<file path="src/rtl/sphpo_table.sv">
module sphpo_table #(
  parameter int WIDTH = 8,
  parameter int DEPTH = 16
) (
  input  logic                     clk,
  input  logic                     we,
  input  logic [$clog2(DEPTH)-1:0] waddr,
  input  logic [WIDTH-1:0]         wdata,
  input  logic [$clog2(DEPTH)-1:0] raddr,
  output logic [WIDTH-1:0]         rdata
);

  logic [WIDTH-1:0] mem [DEPTH];

  // storage, no reset
  always_ff @(posedge clk) begin
    if (we) begin
      mem[waddr] <= wdata;
    end
  end

  // registered read
  always_ff @(posedge clk) begin
    rdata <= mem[raddr];
  end

endmodule

</file>
<file path="config.mk">
export PLATFORM = sky130hd
export DESIGN_NAME = sphpo_table
export DESIGN_NICKNAME = d
export VERILOG_FILES = /design/src/rtl/sphpo_table.sv
export SDC_FILE = /design/constraint.sdc
export NUM_CORES = 1
export LEC_CHECK = 0
export ABC_AREA = 1
export BUFFER_PORTS_ARGS = -buffer_cell sky130_fd_sc_hd__buf_2
export CORE_MARGIN = 2
export CORE_UTILIZATION = 55
export CTS_BUF_LIST = sky130_fd_sc_hd__clkbuf_4 sky130_fd_sc_hd__clkbuf_8 sky130_fd_sc_hd__clkbuf_16
export DETAILED_ROUTE_END_ITERATION = 8
export GPL_TIMING_DRIVEN = 0
export PLACE_DENSITY = 0.74
export SYNTH_ARGS = -nofsm -noshare
export SYNTH_HDL_FRONTEND = slang
export SYNTH_SLANG_ARGS = --single-unit
</file>
<file path="constraint.sdc">
create_clock -name clk -period 1 [get_ports clk]
set_input_delay 0.1 -clock clk [delete_from_list [all_inputs] [get_ports clk]]
set_output_delay 0.1 -clock clk [all_outputs]
set_load 0.01 [all_outputs]
</file>
==> run metrics <==
worst stage delay on the critical path=320 ps; CP arrival=950 ps; sequential power share=45.2%; met1 usage=36.4%; worst endpoint required time=900 ps; Initial Util=56.4%; Clock Tree Root=clkbuf_8; GRT met2 Usage=41.0%; Final min period=1050 ps; share of layout cells above drive strength 1=22.6%; drt first pass iters=6; Final Util=68.4%; Fillers=712; Post-layout nets=615; GR peak layer=met2; startpoint types=register; IO Count=26; register area share after synthesis=69.4%; post-DP HPWL=8750 µm; synth warn=0; Hold Path Sink=mem[7][1]; Global Route Usage Sum=26.7%; failing checks=setup timing; DR iter-0 viols=381; Non-Filler Instances=746; clk_lat worst skew=530 ps; combinational share of power=6.9%; synth unique cells=12; Crit Path Max Fanout=1; final worst-path cycle share=105%; Int Pwr=11,200 µW; Slowest-stage cell, CP=dfxtp_2; WL/cell=19.2 µm; switching part of the total power=21.0%; hold path cells=1; crit-path cells=buf_6; Reg-to-Reg End=rdata[5]; number of global-route vias before repair=3,924; CTS Buffer Depth=2; Top Family by Delay on Critical Path=flip-flops; top-area cell type share of the netlist area=66.7%; htree depth=4; Syn Area/Cell=10.5 µm²; Max-slew headroom=44.9%; met3 Usage GRT=5.76%; Post-Syn Area=5770 µm²; FP Rows=37; Die Ht=106 µm; Antenna Nets Post-Route=0; routed wire length=14,300 µm; power density cells=2020 nW/µm²; critical path capture point type=primary output; Lkg Pwr=0.00303 µW; CTS Buf Count=17; antenna violations before repair=0; switching power=2980 µW; most common cell in the netlist=nand2_1; Remaining DRCs=0; Post-Syn Nets=569; CTS clk-pin slew, worst paths=60 ps; clock skew=8.07 ps; placed insts=709; Post-synth top cells=nand2_1, edfxtp_1, inv_1; Slew @ Worst Pin=823 ps; core area=10,200 µm²; Hold WC Path Type=in2reg; RD Place Congestion=0.956; final setup margin=-52.8 ps; outcome=finished with violations; die footprint=11,300 µm²; via count=3,954; R2R Path Start=mem[7][5]; Setup CP Type=reg2out; ranking of synthesized cells by area=edfxtp_1, nand2_1, nand3_1; Seq cells post-synth=136; Layout area overhead=21.4%; Max-Cap Viols=0; maximum clock frequency=950 MHz; Yosys top cell by area=edfxtp_1; total gr overflow=0; ant diodes=0; clock power share=47.9%; clock sinks=136; I/O Buffers=22; R2R Setup Slk=-10 ps; Main synth FF type=edfxtp_1; min-delay src=wdata[1]; die extent in x=106 µm; Reg2Reg Depth=6; max-slew violation count=0; final setup violation count=25; Peak supply drop=1.26 mV; Gate Count Post-Synth=551; CP bufs+invs=1; global-route wire length before repair=21,700 µm; Hold Vio Cnt, Final=0; largest net degree at the start of global routing=17; Post-synth ARST share=0%; EDFF count, synth=128; RSZ-0062 raised after global routing=true; via/cell ratio=5.30; CTS tree=yes
## how the worst max path moves through the flow
stage                   from         end  slack, ps  depth (start not counted)
finish              rdata[7]    rdata[7]        -50                          1
global route        rdata[0]    rdata[0]        -80                          1
CTS                 rdata[5]    rdata[5]        -60                          1
detailed placement  waddr[3]   mem[7][0]       -590                          3
global placement    waddr[3]   mem[7][0]       -580                          3
floorplan           waddr[2]  mem[10][0]        -50                          2
## cells in the final DEF (no fill, tap or decap)
master	instances
nor2_2	10
inv_2	4
clkbuf_8	1
nand3_1	61
dfxtp_2	3
inv_1	98
buf_2	32
bufinv_16	6
clkbuf_16	16
dfxtp_1	5
nand2_2	12
clkinv_2	2
nand3b_1	2
nand3_2	36
nand2_1	161
buf_6	9
nor2_1	7
buf_4	4
clkinv_1	4
edfxtp_1	128
clkinv_4	3
dlygate4sd3_1	5
buf_1	1
## layout make-up
cell class              count  area (µm²)  share of cell area [%]
multi-input cells         289        1450                    20.7
inverters                 102         383                    5.47
repair buffers             27         179                    2.56
plain buffers              24         166                    2.38
clock buffers              17         414                    5.92
flip-flops and latches    136        4010                    57.2
clock inverters            15         231                    3.31
well taps                 136         170                    2.43
## power by group through the flow
stage | clock network, µW | logic [µW] | registers (µW)
after floorplan | 0 | 452 | 6540
after global routing | 7050 | 1040 | 6420
final | 6790 | 972 | 6410
after detailed placement | 0 | 826 | 6520
after global placement | 0 | 801 | 6520
after CTS | 6820 | 870 | 6410
## per-stage QoR
stage	cell area [µm²]	worst slack, ps	setup TNS [ps]	power (µW)	hold slack [ps]
2_1_floorplan	5770	-50.8	-4120	6990	199
3_3_place_gp	6050	-582	-53350	7320	494
3_5_place_dp	6050	-594	-58160	7350	494
4_1_cts	6790	-60.5	-502	14100	3.70
5_1_grt	7000	-80.4	-1450	14500	4.40
6_report	7000	-52.8	-755	14200	15.6
## per-layer routing
layer  part of all wire, %  routed length, µm
met1                    41               5930
met2                    47               6790
met3                   8.6               1240
met4                   2.7                388
met5                     0                  0
## sequential cells by signal, indices dropped and copies added, names as in the netlist
register,cells
mem,128
rdata,8
## cell families (layout without fill, tap and decap cells)
| family | count (synthesis) | in the layout | synth area share (%) |
|---|---|---|---|
| buffers and inverters | 126 | 185 | 9.52 |
| DFF | 136 | 136 | 69.4 |
| and+or+nand+nor | 289 | 289 | 21.0 |
## what timing repair did
action                                  CTS  global route
pin swaps                                 1            23
hold buffers                              5             0
endpoints found under the setup margin   29            72
resized for setup                         9            54
buffers inserted                          0             0
hold endpoints to repair                 49             0
Power figures use the tool's default switching activity.
