===== config.mk =====
export PLATFORM = sky130hd
export DESIGN_NAME = sphpo_mul
export DESIGN_NICKNAME = d
export VERILOG_FILES = /design/src/rtl/sphpo_pkg.sv /design/src/rtl/sphpo_mul.sv
export SDC_FILE = /design/constraint.sdc
export NUM_CORES = 2
export LEC_CHECK = 0
export CAP_MARGIN = 15
export CORE_MARGIN = 2
export CORE_UTILIZATION = 47
export DETAILED_ROUTE_END_ITERATION = 8
export DONT_BUFFER_PORTS = 1
export PLACE_DENSITY_LB_ADDON = 0.2
export REMOVE_ABC_BUFFERS = 1
export SYNTH_ARGS = -nofsm -noshare
export SYNTH_HDL_FRONTEND = slang
export SYNTH_SLANG_ARGS = --single-unit

===== constraint.sdc =====
create_clock -name clk -period 11.1 [get_ports clk]
set_input_delay 1.665 -clock clk [delete_from_list [all_inputs] [get_ports clk]]
set_output_delay 1.665 -clock clk [all_outputs]
set_load 0.05 [all_outputs]

===== src/rtl/sphpo_pkg.sv =====
package sphpo_pkg;

  localparam int MAX_COLLIDERS = 16;
  localparam int IDX_W = 4;
  localparam int CNT_W = 5;
  localparam int SQRT_STEPS = 33;
  localparam int DIV_STEPS = 66;

  localparam logic [1:0] FUNC_LOAD    = 2'd0;
  localparam logic [1:0] FUNC_QUERY   = 2'd1;
  localparam logic [1:0] FUNC_RESTART = 2'd2;

  typedef struct packed {
    logic signed [31:0] x;
    logic signed [31:0] y;
    logic signed [31:0] z;
    logic [30:0]        radius;
  } entry_t;

  typedef enum logic {
    DS_SQRT,
    DS_DIV
  } ds_mode_t;

  typedef struct packed {
    logic     start;
    ds_mode_t mode;
  } ds_req_t;

  typedef struct packed {
    logic        done;
    logic [33:0] res;
  } ds_rsp_t;

  typedef enum logic [3:0] {
    ST_IDLE,
    ST_SCAN,
    ST_MX,
    ST_MY,
    ST_MZ,
    ST_MR,
    ST_CMP,
    ST_SQRT_GO,
    ST_SQRT_WAIT,
    ST_AX_MUL,
    ST_AX_LOAD,
    ST_DIV_WAIT,
    ST_FINISH
  } state_t;

endpackage


===== src/rtl/sphpo_mul.sv =====
module sphpo_mul
  import sphpo_pkg::*;
(
  input  logic        clk,
  input  logic [32:0] a,
  input  logic [32:0] b,
  output logic [65:0] prod
);

  // shared registered multiplier
  always_ff @(posedge clk) begin
    prod <= a * b;
  end

endmodule


==> flow_summary_export.csv <==
group,metric,value,unit
cts,cts.path.max_buffers,2,
finish,final_design_area_no_fill,0.03742,mm^2
sta,setup_viol,0,
critical_path,worst_setup_path_end_kind,"flip-flop",
sta,rsz0062_at_grt,"no",
flow_run,cap_violations,0,
global_route,track_usage,0.2498,
drt,num_vias,25150,
global_route,grt_pass1_wl,156100,um
floorplanning,fp.dieH,283.1,um
cts,cts_root_buffer,"clkbuf_16",
yosys,yosysTopAreaCell,"fa_1",
cts,h-tree-depth,3,
floorplanning,ios,133,
yosys,ys.warnings.count,0,
critical_path,start_kind,"primary input",
drt,vias_per_cell,5.139,
outcome,outcome,"completed",
critical_path,required,11350,ps
floorplanning,start_util,0.4733,
sta,min_period_over_period,0.7804,
drt,wl_per_cell,19.39,um
sta,max_slew_margin,0.5440,
place,place_hpwl,75890,um
yosys,synth_adder_area_share,0.6145,
finish,syn_to_final_growth,2.232,%
cts,postCtsSetupBuffers,0,
drt,ant_nets,0,
yosys,synth_area_leaders,"fa_1, inv_1, and2_1",
finish,drive_gt1_frac,0.005710,
cts,cts_resized,0,
yosys,synth-xor-area-share,0.01555,
finish,final_nets,5138,
critical_path,crit_arrival,8920,ps
yosys,ys_types,57,
cts,cts_tree,"built",
sta,setup_tns,0,ps
place,port_buffers,0,
finish,regMostFlops,"prod",
floorplanning,die_w,283.1,um
floorplanning,die-area,0.08013,mm^2
yosys,synthMuxAreaShare,0,
global_route,grt_pass1_vias,27755,
cts,cts_buffers,9,
hold_path,hold_path_class,"in2reg",
yosys,synthTopCellsByCount,"inv_1, fa_1, and2_1",
sta,period_needed,8662,ps
yosys,synth_top_area_share,0.5239,
finish,top_regs,"prod (66)",
drt,drc_errors,0,
critical_path,cp_max_fo,33,
cts,numClockSinks,66,
critical_path,critPathKind,"in2reg",
yosys,synth_top_family_by_area,"adder cells",
sta,timing.fmax,0.1154,GHz
yosys,synth_flop_cell,"dfxtp_1",
drt,drt_first_pass_iters,7,
yosys,synth.most_common_cell,"inv_1",
sta,tightest_slew,683.1,ps
drt,wl,94910,um
global_route,overflow,0,
global_route,grt_max_degree,34,
yosys,synth_compound_area_frac,0.03452,
floorplanning,fp.coreArea,0.07734,mm^2
yosys,synth_area_per_cell,9.043,um^2
yosys,ys_seq_area_frac,0.03610,
yosys,netlist_instances,4048,
yosys,syn_area,0.03661,mm^2
cts,postCtsHoldBufs,0,
yosys,ys_seq_elements,66,
cts,path_clk_slew,70,ps
floorplanning,fp-row-count,102,
place,finalWeightedCongestion,0.8750,
global_route,antenna_found_initial,2,
sta,hold_viol,0,
yosys,synth_edf_count,0,
place,placed_area,0.03711,mm^2
finish,largest_register_ffs,66,
sta,drv_slew,0,
yosys,synth-simple-area-share,0.1701,
drt,drtIter0Drc,1153,
yosys,ys_async_sr_fraction,0,
## worst max-delay path, stage by stage
cell	delay (ps)
and2_1	160
fa_1	540
inv_1	50
fa_1	520
inv_1	50
fa_1	480
inv_1	60
fa_1	540
inv_1	60
fa_1	500
inv_1	50
fa_1	530
inv_1	50
fa_1	480
inv_1	50
fa_1	470
inv_1	60
ha_1	360
nand2_1	140
o21ai_0	110
a31oi_1	200
o21ai_1	80
a21oi_1	510
o21bai_1	300
a311o_1	370
a21oi_1	250
o21ai_1	100
xor2_1	140
## logic make-up (layout without fill, tap and decap cells)
group                    after synthesis  after routing
buffers and inverters               1260           1065
AND/OR/NAND/NOR                     1233           1233
adder cells (fa/ha/maj)             1223           1223
AO/OA/AOI/OAI                        201            201
flip-flops                            66             66
XOR/XNOR                              65             65
other                                  0              1
## stage by stage
step | utilization | hold slack [ps] | worst slack [ps] | cells
2_1_floorplan | - | 1787 | 2499 | 3837
3_3_place_gp | 0.4799 | 1870 | 2116 | 4877
3_5_place_dp | 0.4799 | 1866 | 2085 | 4877
4_1_cts | 0.4838 | 1486 | 2460 | 4893
5_1_grt | 0.4838 | 1493 | 2082 | 4893
6_report | 0.4839 | 1496 | 2438 | 4894
## worst paths after layout
kind	end	slack, ps	startpoint	cells after the start
worst max-delay path	prod[63]$_DFF_P_	2440	a[19]	28
worst min-delay path	prod[0]$_DFF_P_	1500	a[0]	1
## layout make-up
class	count	area, um^2
Fill cell	7527	39920
Multi-Input combinational cell	2722	30550
Inverter	1049	3938
Sequential cell	66	1321
Tap cell	1040	1301
Clock buffer	9	225.2
Clock inverter	7	82.58
Antenna cell	1	2.502
## placed cells by master (no fill, tap or decap), types with 4 or more instances in the layout
master / count
o21ai_0: 15
a21oi_1: 73
nand4_1: 16
o21bai_1: 8
nand2_1: 567
nand3_1: 10
inv_1: 1048
xnor2_1: 41
o21ai_1: 23
xor2_1: 24
ha_1: 265
and3_1: 7
and2_1: 574
nor3_1: 4
o21a_1: 7
and4_1: 4
clkbuf_16: 9
a21o_1: 31
a211oi_1: 5
nor2_1: 33
nor2b_1: 6
a31oi_1: 6
fa_1: 958
dfxtp_1: 66
## layer usage
layer | vias up | GRT usage | wire (um)
met3 | 110 | 0.04203 | 5587
li1 | 11100 | - | -
met4 | 0 | 0.05357 | 2022
met5 | - | 0 | 0
met1 | 13288 | 0.3276 | 39490
met2 | 652 | 0.4352 | 47820
Power is left out: the tool's default activity adds up to more than one toggle a clock period on the data nets, which glitch-free logic cannot reach.
