==> src/rtl/sphpo_pkg.sv <==
package sphpo_pkg;

  localparam int MAX_COLLIDERS = 16;
  localparam int IDX_W = 4;
  localparam int CNT_W = 5;
  localparam int SQRT_STEPS = 33;
  localparam int DIV_STEPS = 66;

  localparam logic [1:0] FUNC_LOAD    = 2'd0;
  localparam logic [1:0] FUNC_QUERY   = 2'd1;
  localparam logic [1:0] FUNC_RESTART = 2'd2;

  typedef struct packed {
    logic signed [31:0] x;
    logic signed [31:0] y;
    logic signed [31:0] z;
    logic [30:0]        radius;
  } entry_t;

  typedef enum logic {
    DS_SQRT,
    DS_DIV
  } ds_mode_t;

  typedef struct packed {
    logic     start;
    ds_mode_t mode;
  } ds_req_t;

  typedef struct packed {
    logic        done;
    logic [33:0] res;
  } ds_rsp_t;

  typedef enum logic [3:0] {
    ST_IDLE,
    ST_SCAN,
    ST_MX,
    ST_MY,
    ST_MZ,
    ST_MR,
    ST_CMP,
    ST_SQRT_GO,
    ST_SQRT_WAIT,
    ST_AX_MUL,
    ST_AX_LOAD,
    ST_DIV_WAIT,
    ST_FINISH
  } state_t;

endpackage

==> src/rtl/sphpo_divsqrt.sv <==
module sphpo_divsqrt
  import sphpo_pkg::*;
(
  input  logic        clk,
  input  logic        rst,
  input  ds_req_t     req,
  input  logic [65:0] num,
  input  logic [33:0] den,
  output ds_rsp_t     rsp
);

  logic        busy;
  ds_mode_t    mode;
  logic [65:0] work;
  logic [37:0] rem;
  logic [33:0] res;
  logic [33:0] den_r;
  logic [6:0]  cnt;
  logic        done;

  logic [37:0] shifted;
  logic [37:0] trial;
  logic        ge;

  // one shift, compare and subtract step
  always_comb begin
    if (mode == DS_SQRT) begin
      shifted = {rem[35:0], work[65:64]};
      trial   = {2'b00, res, 2'b01};
    end else begin
      shifted = {rem[36:0], work[65]};
      trial   = {4'b0000, den_r};
    end
    ge = (shifted >= trial);
  end

  // control
  always_ff @(posedge clk) begin
    if (rst) begin
      busy <= 1'b0;
      done <= 1'b0;
      cnt  <= '0;
    end else begin
      done <= 1'b0;
      if (req.start) begin
        busy <= 1'b1;
        cnt  <= (req.mode == DS_SQRT) ? 7'(SQRT_STEPS) : 7'(DIV_STEPS);
      end else if (busy) begin
        cnt <= cnt - 7'd1;
        if (cnt == 7'd1) begin
          busy <= 1'b0;
          done <= 1'b1;
        end
      end
    end
  end

  // datapath
  always_ff @(posedge clk) begin
    if (req.start) begin
      mode  <= req.mode;
      work  <= num;
      den_r <= den;
      rem   <= '0;
      res   <= '0;
    end else if (busy) begin
      rem  <= ge ? (shifted - trial) : shifted;
      res  <= {res[32:0], ge};
      work <= (mode == DS_SQRT) ? {work[63:0], 2'b00} : {work[64:0], 1'b0};
    end
  end

  assign rsp.done = done;
  assign rsp.res  = res;

endmodule

==> config.mk <==
export PLATFORM = sky130hd
export DESIGN_NAME = sphpo_divsqrt
export DESIGN_NICKNAME = d
export VERILOG_FILES = /design/src/rtl/sphpo_pkg.sv /design/src/rtl/sphpo_divsqrt.sv
export SDC_FILE = /design/constraint.sdc
export NUM_CORES = 1
export LEC_CHECK = 0
export ABC_AREA = 1
export BUFFER_PORTS_ARGS = -buffer_cell sky130_fd_sc_hd__clkbuf_2
export CORE_ASPECT_RATIO = 2
export CORE_MARGIN = 3
export CORE_UTILIZATION = 30
export DETAILED_ROUTE_END_ITERATION = 16
export PLACE_DENSITY = 0.57
export RECOVER_POWER = 25
export SLEW_MARGIN = 5
export SYNTH_ARGS = -nofsm -noshare
export SYNTH_HDL_FRONTEND = slang
export SYNTH_SLANG_ARGS = --single-unit
==> constraint.sdc <==
create_clock -name clk -period 4.12 [get_ports clk]
set_input_delay 0.206 -clock clk [delete_from_list [all_inputs] [get_ports clk]]
set_output_delay 0.206 -clock clk [all_outputs]
set_load 0.02 [all_outputs]
==> run_results.csv, run 1 <==
group,metric,value,unit
layout,fin_nets,1863,
cts,cts_buffer_depth,2,
setup_path,cp_top_family,"simple AND/OR/NAND/NOR gates",
timing,timing.fmax,277.1,MHz
logic_synthesis,ys_types,39,
placement,port_buffers,138,
floorplanning,rows,98,
global_route,grt_pass1_wl,56430,um
logic_synthesis,synthTopCellsByCount,"nand2_1 (525), inv_1 (191), a21oi_1 (162)",
layout,syn2layout_area_growth,17.55,%
timing,min_period_over_period,87.60,%
timing,tightestPinTransition,1.429,ns
logic_synthesis,ys_seq_elements,181,
timing,rsz0062_at_grt,"false",
cts,path_clk_slew,0.07,ns
placement,hpwl,26790,um
route,drc,0,
setup_path,cp_cell_sequence,"buf_4 > nand2_1 > o21ai_0 > inv_1 > ha_1 > a21oi_1 > nand2_1 > nand2_1 > nand2_1 > a21oi_1 > nand2_2 > nand2_4 > nand2_4 > nand2_1 > nand2_1 > nand2_1 > nand2_1",
cts,cts_tree,"built",
logic_synthesis,yosysMostFrequentCell,"nand2_1",
layout,layout-drive-gt1-share,10.51,%
route,drt_iter0_drc,446,
logic_synthesis,yosysTopAreaCellShare,27.41,%
logic_synthesis,synth.avg_cell_area,7.013,um^2
setup_path,cp_max_fo,63,
power_and_ir_drop,powerDensity,496.7,nW/um^2
logic_synthesis,synth_ff_type,"edfxtp_1",
cts,h-tree-depth,4,
logic_synthesis,synth_edf_count,101,
timing,slew_headroom,4.716,%
power_and_ir_drop,p_leak,6.096,nW
route,route.vias.total,10690,
cts,clk_latency,0.46,ns
logic_synthesis,yosysSeqAreaShare,41.88,%
layout,diodes,0,
setup_path,critPathRequiredTime,4.47,ns
cts,clock-sinks,181,
floorplanning,die_w,141.8,um
global_route,grt_pass1_vias,11080,
placement,gp_congestion,0.9914,
timing,slew_violations,0,
setup_path,endpoint_kind,"flop",
floorplanning,dieArea,39370,um^2
route,avgViaCountPerCell,4.897,
min_path,min_from,"num[0]",
setup_path,cp_slowest_cell,"buf_4",
global_route,grt.total_usage,18.13,%
cts,cts_inserted_buffers,17,
timing,setup-tns-final,0,ns
route,dr.pass1.iters,5,
timing,finalHoldViolations,0,
logic_synthesis,synth_area,11070,um^2
global_route,grt_max_degree,66,
setup_path,worstSetupStartpointType,"flop",
timing,skew,0.01537,ns
cts,postCtsSetupBuffers,0,
floorplanning,io_pins,139,
logic_synthesis,synth_area_leaders,"edfxtp_1 (27%), nand2_1 (18%), dfxtp_1 (14%), a21oi_1 (7.3%), inv_1 (6.5%)",
layout,design_area,13010,um^2
route,antenna_left,0,
logic_synthesis,synthesis.nets,1721,
placement,place_area,12160,um^2
setup_path,critical_path.max_stage_delay,0.54,ns
logic_synthesis,syn_inst,1578,
setup_path,rrSetupSlack,0.51,ns
logic_synthesis,async_flop_share,0,%
job,max-cap-violations,0,
layout,fillerInstances,3938,
floorplanning,core,36050,um^2
min_path,hold_path.class,"input pin to flop",
timing,setup_viol,0,
setup_path,cp-startpoint,"mode$_DFFE_PP_",
logic_synthesis,yosysTopAreaCell,"edfxtp_1",
timing,min_period,3.609,ns
logic_synthesis,ys_warn_count,0,
route,wl_per_cell,16.28,um
setup_path,cp.arrival,3.96,ns
setup_path,cpMostUsedCell,"nand2_1",
setup_path,timing.rr.start,"mode$_DFFE_PP_",
global_route,grt_overflow,0,
floorplanning,initial_core_util,30.70,%
power_and_ir_drop,fin_total_pwr,6.462,mW
route,wirelength,35530,um
global_route,antenna_found_initial,0,
setup_path,critPathBufInv,2,
floorplanning,dieHeight,277.6,um
outcome,run_status,"completed",
power_and_ir_drop,ir_drop,0.0003197,V
setup_path,crit_type,"flop to flop",
cts,cts_root_buf,"clkbuf_16",
==> path summary, 6_finish.rpt <==
kind	endpoint	depth (start not counted)
max	rem[27]$_SDFFE_PP0P_	17
min	work[0]$_SDFFCE_PN0P_	3
max reg2reg	rem[27]$_SDFFE_PP0P_	17
min reg2reg	rem[21]$_SDFFE_PP0P_	2
==> placed cells by master (no fill, tap or decap), drive strengths merged, types with 11 or more instances in the layout <==
cell         Yosys  final
xnor2           11     11
nand3           90     90
clkbuf          52    166
buf             18     17
inv            195    198
dlygate4sd3      0     36
nand2          531    531
a21oi          162    162
edfxtp         101    101
dfxtp           80     80
o22ai           33     33
o21ai           84     84
nor3            15     15
nor2           132    132
ha              38     38
==> worst reg2reg max path, cell delays in order (launching register included) <==
cell      delay (ns)
edfxtp_1        0.39
buf_4           0.54
nand2_1         0.13
o21ai_0         0.13
inv_1           0.08
ha_1            0.36
a21oi_1         0.32
nand2_1         0.14
nand2_1         0.08
nand2_1         0.05
a21oi_1         0.21
nand2_2         0.11
nand2_4         0.08
nand2_4         0.13
nand2_1         0.52
nand2_1         0.11
nand2_1         0.09
nand2_1         0.04
==> cells by family after synthesis <==
kind of cell,share of synthesized area [%]
AND/OR/NAND/NOR,28.55
buffers and inverters,9.666
multiplexers,0.09045
flip-flops,41.88
XOR/XNOR,1.662
adder cells (fa/ha/maj),4.477
AO/OA/AOI/OAI,13.68
==> area by class of cell <==
type / count / area [um^2] / share of cell area (%)
clock buffers: 26 / 469.2 / 3.607
clock inverters: 5 / 57.56 / 0.4424
inverters: 198 / 748.2 / 5.752
multi-input cells: 1129 / 5368 / 41.26
flip-flops and latches: 181 / 4634 / 35.63
well taps: 450 / 563.0 / 4.328
repair buffers: 193 / 1169 / 8.983
==> layer usage <==
layer	global-route usage, %	routed length (um)
met3	2.777	1427
met5	0	0
met4	9.557	1722
met1	17.69	12180
met2	35.43	20200
==> what timing repair did <==
item	4_1_cts	5_1_grt
resized for setup	0	0
hold endpoints to repair	38	0
hold buffers	36	0
==> where the power goes <==
part | internal, mW | leakage (nW) | switching, mW
sequential | 2.14 | 1.65 | 0.116
combinational | 0.868 | 4.19 | 1.78
clock | 0.846 | 0.253 | 0.717
total | 3.85 | 6.10 | 2.61
==> registers in the layout (all words and copies together) (netlist names) <==
register and flops:
den_r 34, rem 37, done 1, cnt 7, res 34, busy 1, work 66, mode 1
==> per-stage QoR <==
| stage | hold WS [ns] | utilization, % | setup slack [ns] | instances |
|---|---|---|---|---|
| 2_1_floorplan | 0.2751 | - | 0.8287 | 1578 |
| 3_3_place_gp | 0.3849 | 33.74 | 0.5954 | 2115 |
| 3_5_place_dp | 0.3847 | 33.74 | 0.5855 | 2115 |
| 4_1_cts | 0.006656 | 36.20 | 0.5591 | 2182 |
| 5_1_grt | 0.01730 | 36.09 | 0.2272 | 2182 |
| 6_report | 0.01916 | 36.09 | 0.5108 | 2182 |
Note: power is estimated with default switching activity, not from simulation.
==> run 2, diff against run 1 <==
Settings changed: CTS_BUF_LIST from default to sky130_fd_sc_hd__clkbuf_8.
==> run 2 against run 1 <==
Clock power decreased by 28%. Wire length about the same. Cell count increased by 0.37%.
==> run_results.csv, run 2 (synthesis gave the netlist of run 1 again) <==
group,metric,value,unit
placement,port_buffers,138,
setup_path,crit_type,"flop to flop",
outcome,run_status,"completed",
global_route,grt_pass1_vias,11090,
job,max-cap-violations,0,
floorplanning,initial_core_util,30.70,%
route,drc,0,
route,avgViaCountPerCell,4.846,
global_route,grt.total_usage,18.08,%
power_and_ir_drop,seqPwrFrac,37.3,%
timing,slew_headroom,5.147,%
route,wirelength,35500,um
layout,fin_nets,1870,
global_route,antenna_found_initial,1,
layout,largest_reg_flops,66,
power_and_ir_drop,intPower,3.482,mW
min_path,hold_path.class,"input pin to flop",
floorplanning,io_pins,139,
setup_path,endpoint_kind,"flop",
global_route,grt_max_degree,66,
placement,gp_congestion,0.9914,
timing,timing.hold.ws,0.03853,ns
cts,clk_latency,0.49,ns
timing,timing.fmax,275.7,MHz
timing,finalWorstSetupSlack,0.4926,ns
placement,hpwl,26790,um
timing,min_period,3.627,ns
route,route.vias.total,10610,
power_and_ir_drop,ir_drop,0.0002308,V
cts,postCtsSetupBuffers,0,
route,antenna_left,0,
route,wl_per_cell,16.21,um
floorplanning,dieHeight,277.6,um
setup_path,critPathRequiredTime,4.51,ns
floorplanning,core,36050,um^2
floorplanning,dieArea,39370,um^2
floorplanning,rows,98,
timing,slew_violations,0,
global_route,grt_pass1_wl,56340,um
cts,cts_root_buf,"clkbuf_8",
cts,cts_buffer_depth,2,
cts,cts_tree,"built",
setup_path,cp.arrival,4.02,ns
layout,top_regs,"work x66, rem x37",
layout,largest_register,"work",
power_and_ir_drop,powerDensity,467.9,nW/um^2
timing,rsz0062_at_grt,"false",
layout,syn2layout_area_growth,16.48,%
route,drt_iter0_drc,405,
timing,setup-tns-final,0,ns
timing,tightestPinTransition,1.423,ns
setup_path,worstSetupStartpointType,"flop",
cts,path_clk_slew,0.09,ns
power_and_ir_drop,p_sw,2.550,mW
cts,clock-sinks,181,
cts,cts_inserted_buffers,17,
timing,finalHoldViolations,0,
global_route,grt_overflow,0,
timing,min_period_over_period,88.04,%
timing,setup_viol,0,
power_and_ir_drop,combPwrFrac,43.9,%
power_and_ir_drop,switching_share,42.28,%
cts,h-tree-depth,4,
placement,pre_cts_slack,0.5855,ns
route,dr.pass1.iters,5,
power_and_ir_drop,pwr-share-clk,18.8,%
setup_path,cp_max_fo,63,
layout,mostFrequentLayoutCells,"nand2_1 (525), inv_1 (199), a21oi_1 (162), nor2_1 (128), clkbuf_2 (115)",
layout,mostFrequentLayoutCell,"nand2_1",
layout,layout-drive-gt1-share,10.52,%
power_and_ir_drop,p_leak,6.077,nW
floorplanning,die_w,141.8,um
timing,skew,0.02249,ns
[run 2: final timing paths]
| kind | depth (start not counted) | from | slack (ns) | endpoint |
|---|---|---|---|---|
| setup / recovery | 17 | mode$_DFFE_PP_ | 0.49 | rem[27]$_SDFFE_PP0P_ |
| hold / removal | 3 | num[24] | 0.04 | work[24]$_DFFE_PP_ |
| setup reg to reg | 17 | mode$_DFFE_PP_ | 0.49 | rem[27]$_SDFFE_PP0P_ |
| hold reg to reg | 2 | rem[21]$_SDFFE_PP0P_ | 0.46 | rem[21]$_SDFFE_PP0P_ |
[run 2: layout make-up]
type                       instances  area, um^2
fill                            3949       23160
multi-input combinational       1129        5368
sequential                       181        4634
timing repair buffer             200        1240
inverter                         198       748.2
tap                              450       563.0
clock buffer                      18       247.7
clock inverter                    13       87.58
antenna                            1       2.502
[run 2: critical path, stage by stage (launching register included)]
cell and delay [ns]:
edfxtp_1 0.40, buf_4 0.54, nand2_1 0.10, o21ai_0 0.13
inv_1 0.07, ha_1 0.36, a21oi_1 0.32, nand2_1 0.14
nand2_1 0.08, nand2_1 0.05, a21oi_1 0.21, nand2_2 0.11
nand2_4 0.08, nand2_4 0.13, nand2_1 0.52, nand2_1 0.11
nand2_1 0.10, nand2_1 0.05
[run 2: through the flow]
step | power [mW] | utilization, % | std cells | instance area (um^2)
after detailed placement | 4.886 | 33.74 | 2115 | 12160
after global routing | 6.483 | 35.76 | 2190 | 12890
after floorplan | 4.220 | - | 1578 | 11070
after global placement | 4.885 | 33.74 | 2115 | 12160
final | 6.032 | 35.76 | 2190 | 12890
after CTS | 6.065 | 35.86 | 2189 | 12930
[run 2: per-layer routing]
metal,global-route usage [%],up-vias,share of wire (%)
met5,0,-,0
met4,9.926,0,4.9
met3,2.450,85,3.2
met2,35.38,271,57
met1,17.62,4865,35
li1,-,5392,-
[run 2: repair_timing]
item                                   4_1_cts  5_1_grt
hold buffers                                43        0
gates resized for setup                      0        0
endpoints found under the hold margin       44        0
[run 2: power by group through the flow]
| stage | Sequential, mW | Clock [mW] | Combinational (mW) |
|---|---|---|---|
| 3_5_place_dp | 2.29 | 0 | 2.60 |
| 5_1_grt | 2.27 | 1.22 | 2.98 |
| 4_1_cts | 2.25 | 1.18 | 2.64 |
| 6_report | 2.25 | 1.13 | 2.65 |
| 2_1_floorplan | 2.26 | 0 | 1.96 |
| 3_3_place_gp | 2.29 | 0 | 2.60 |
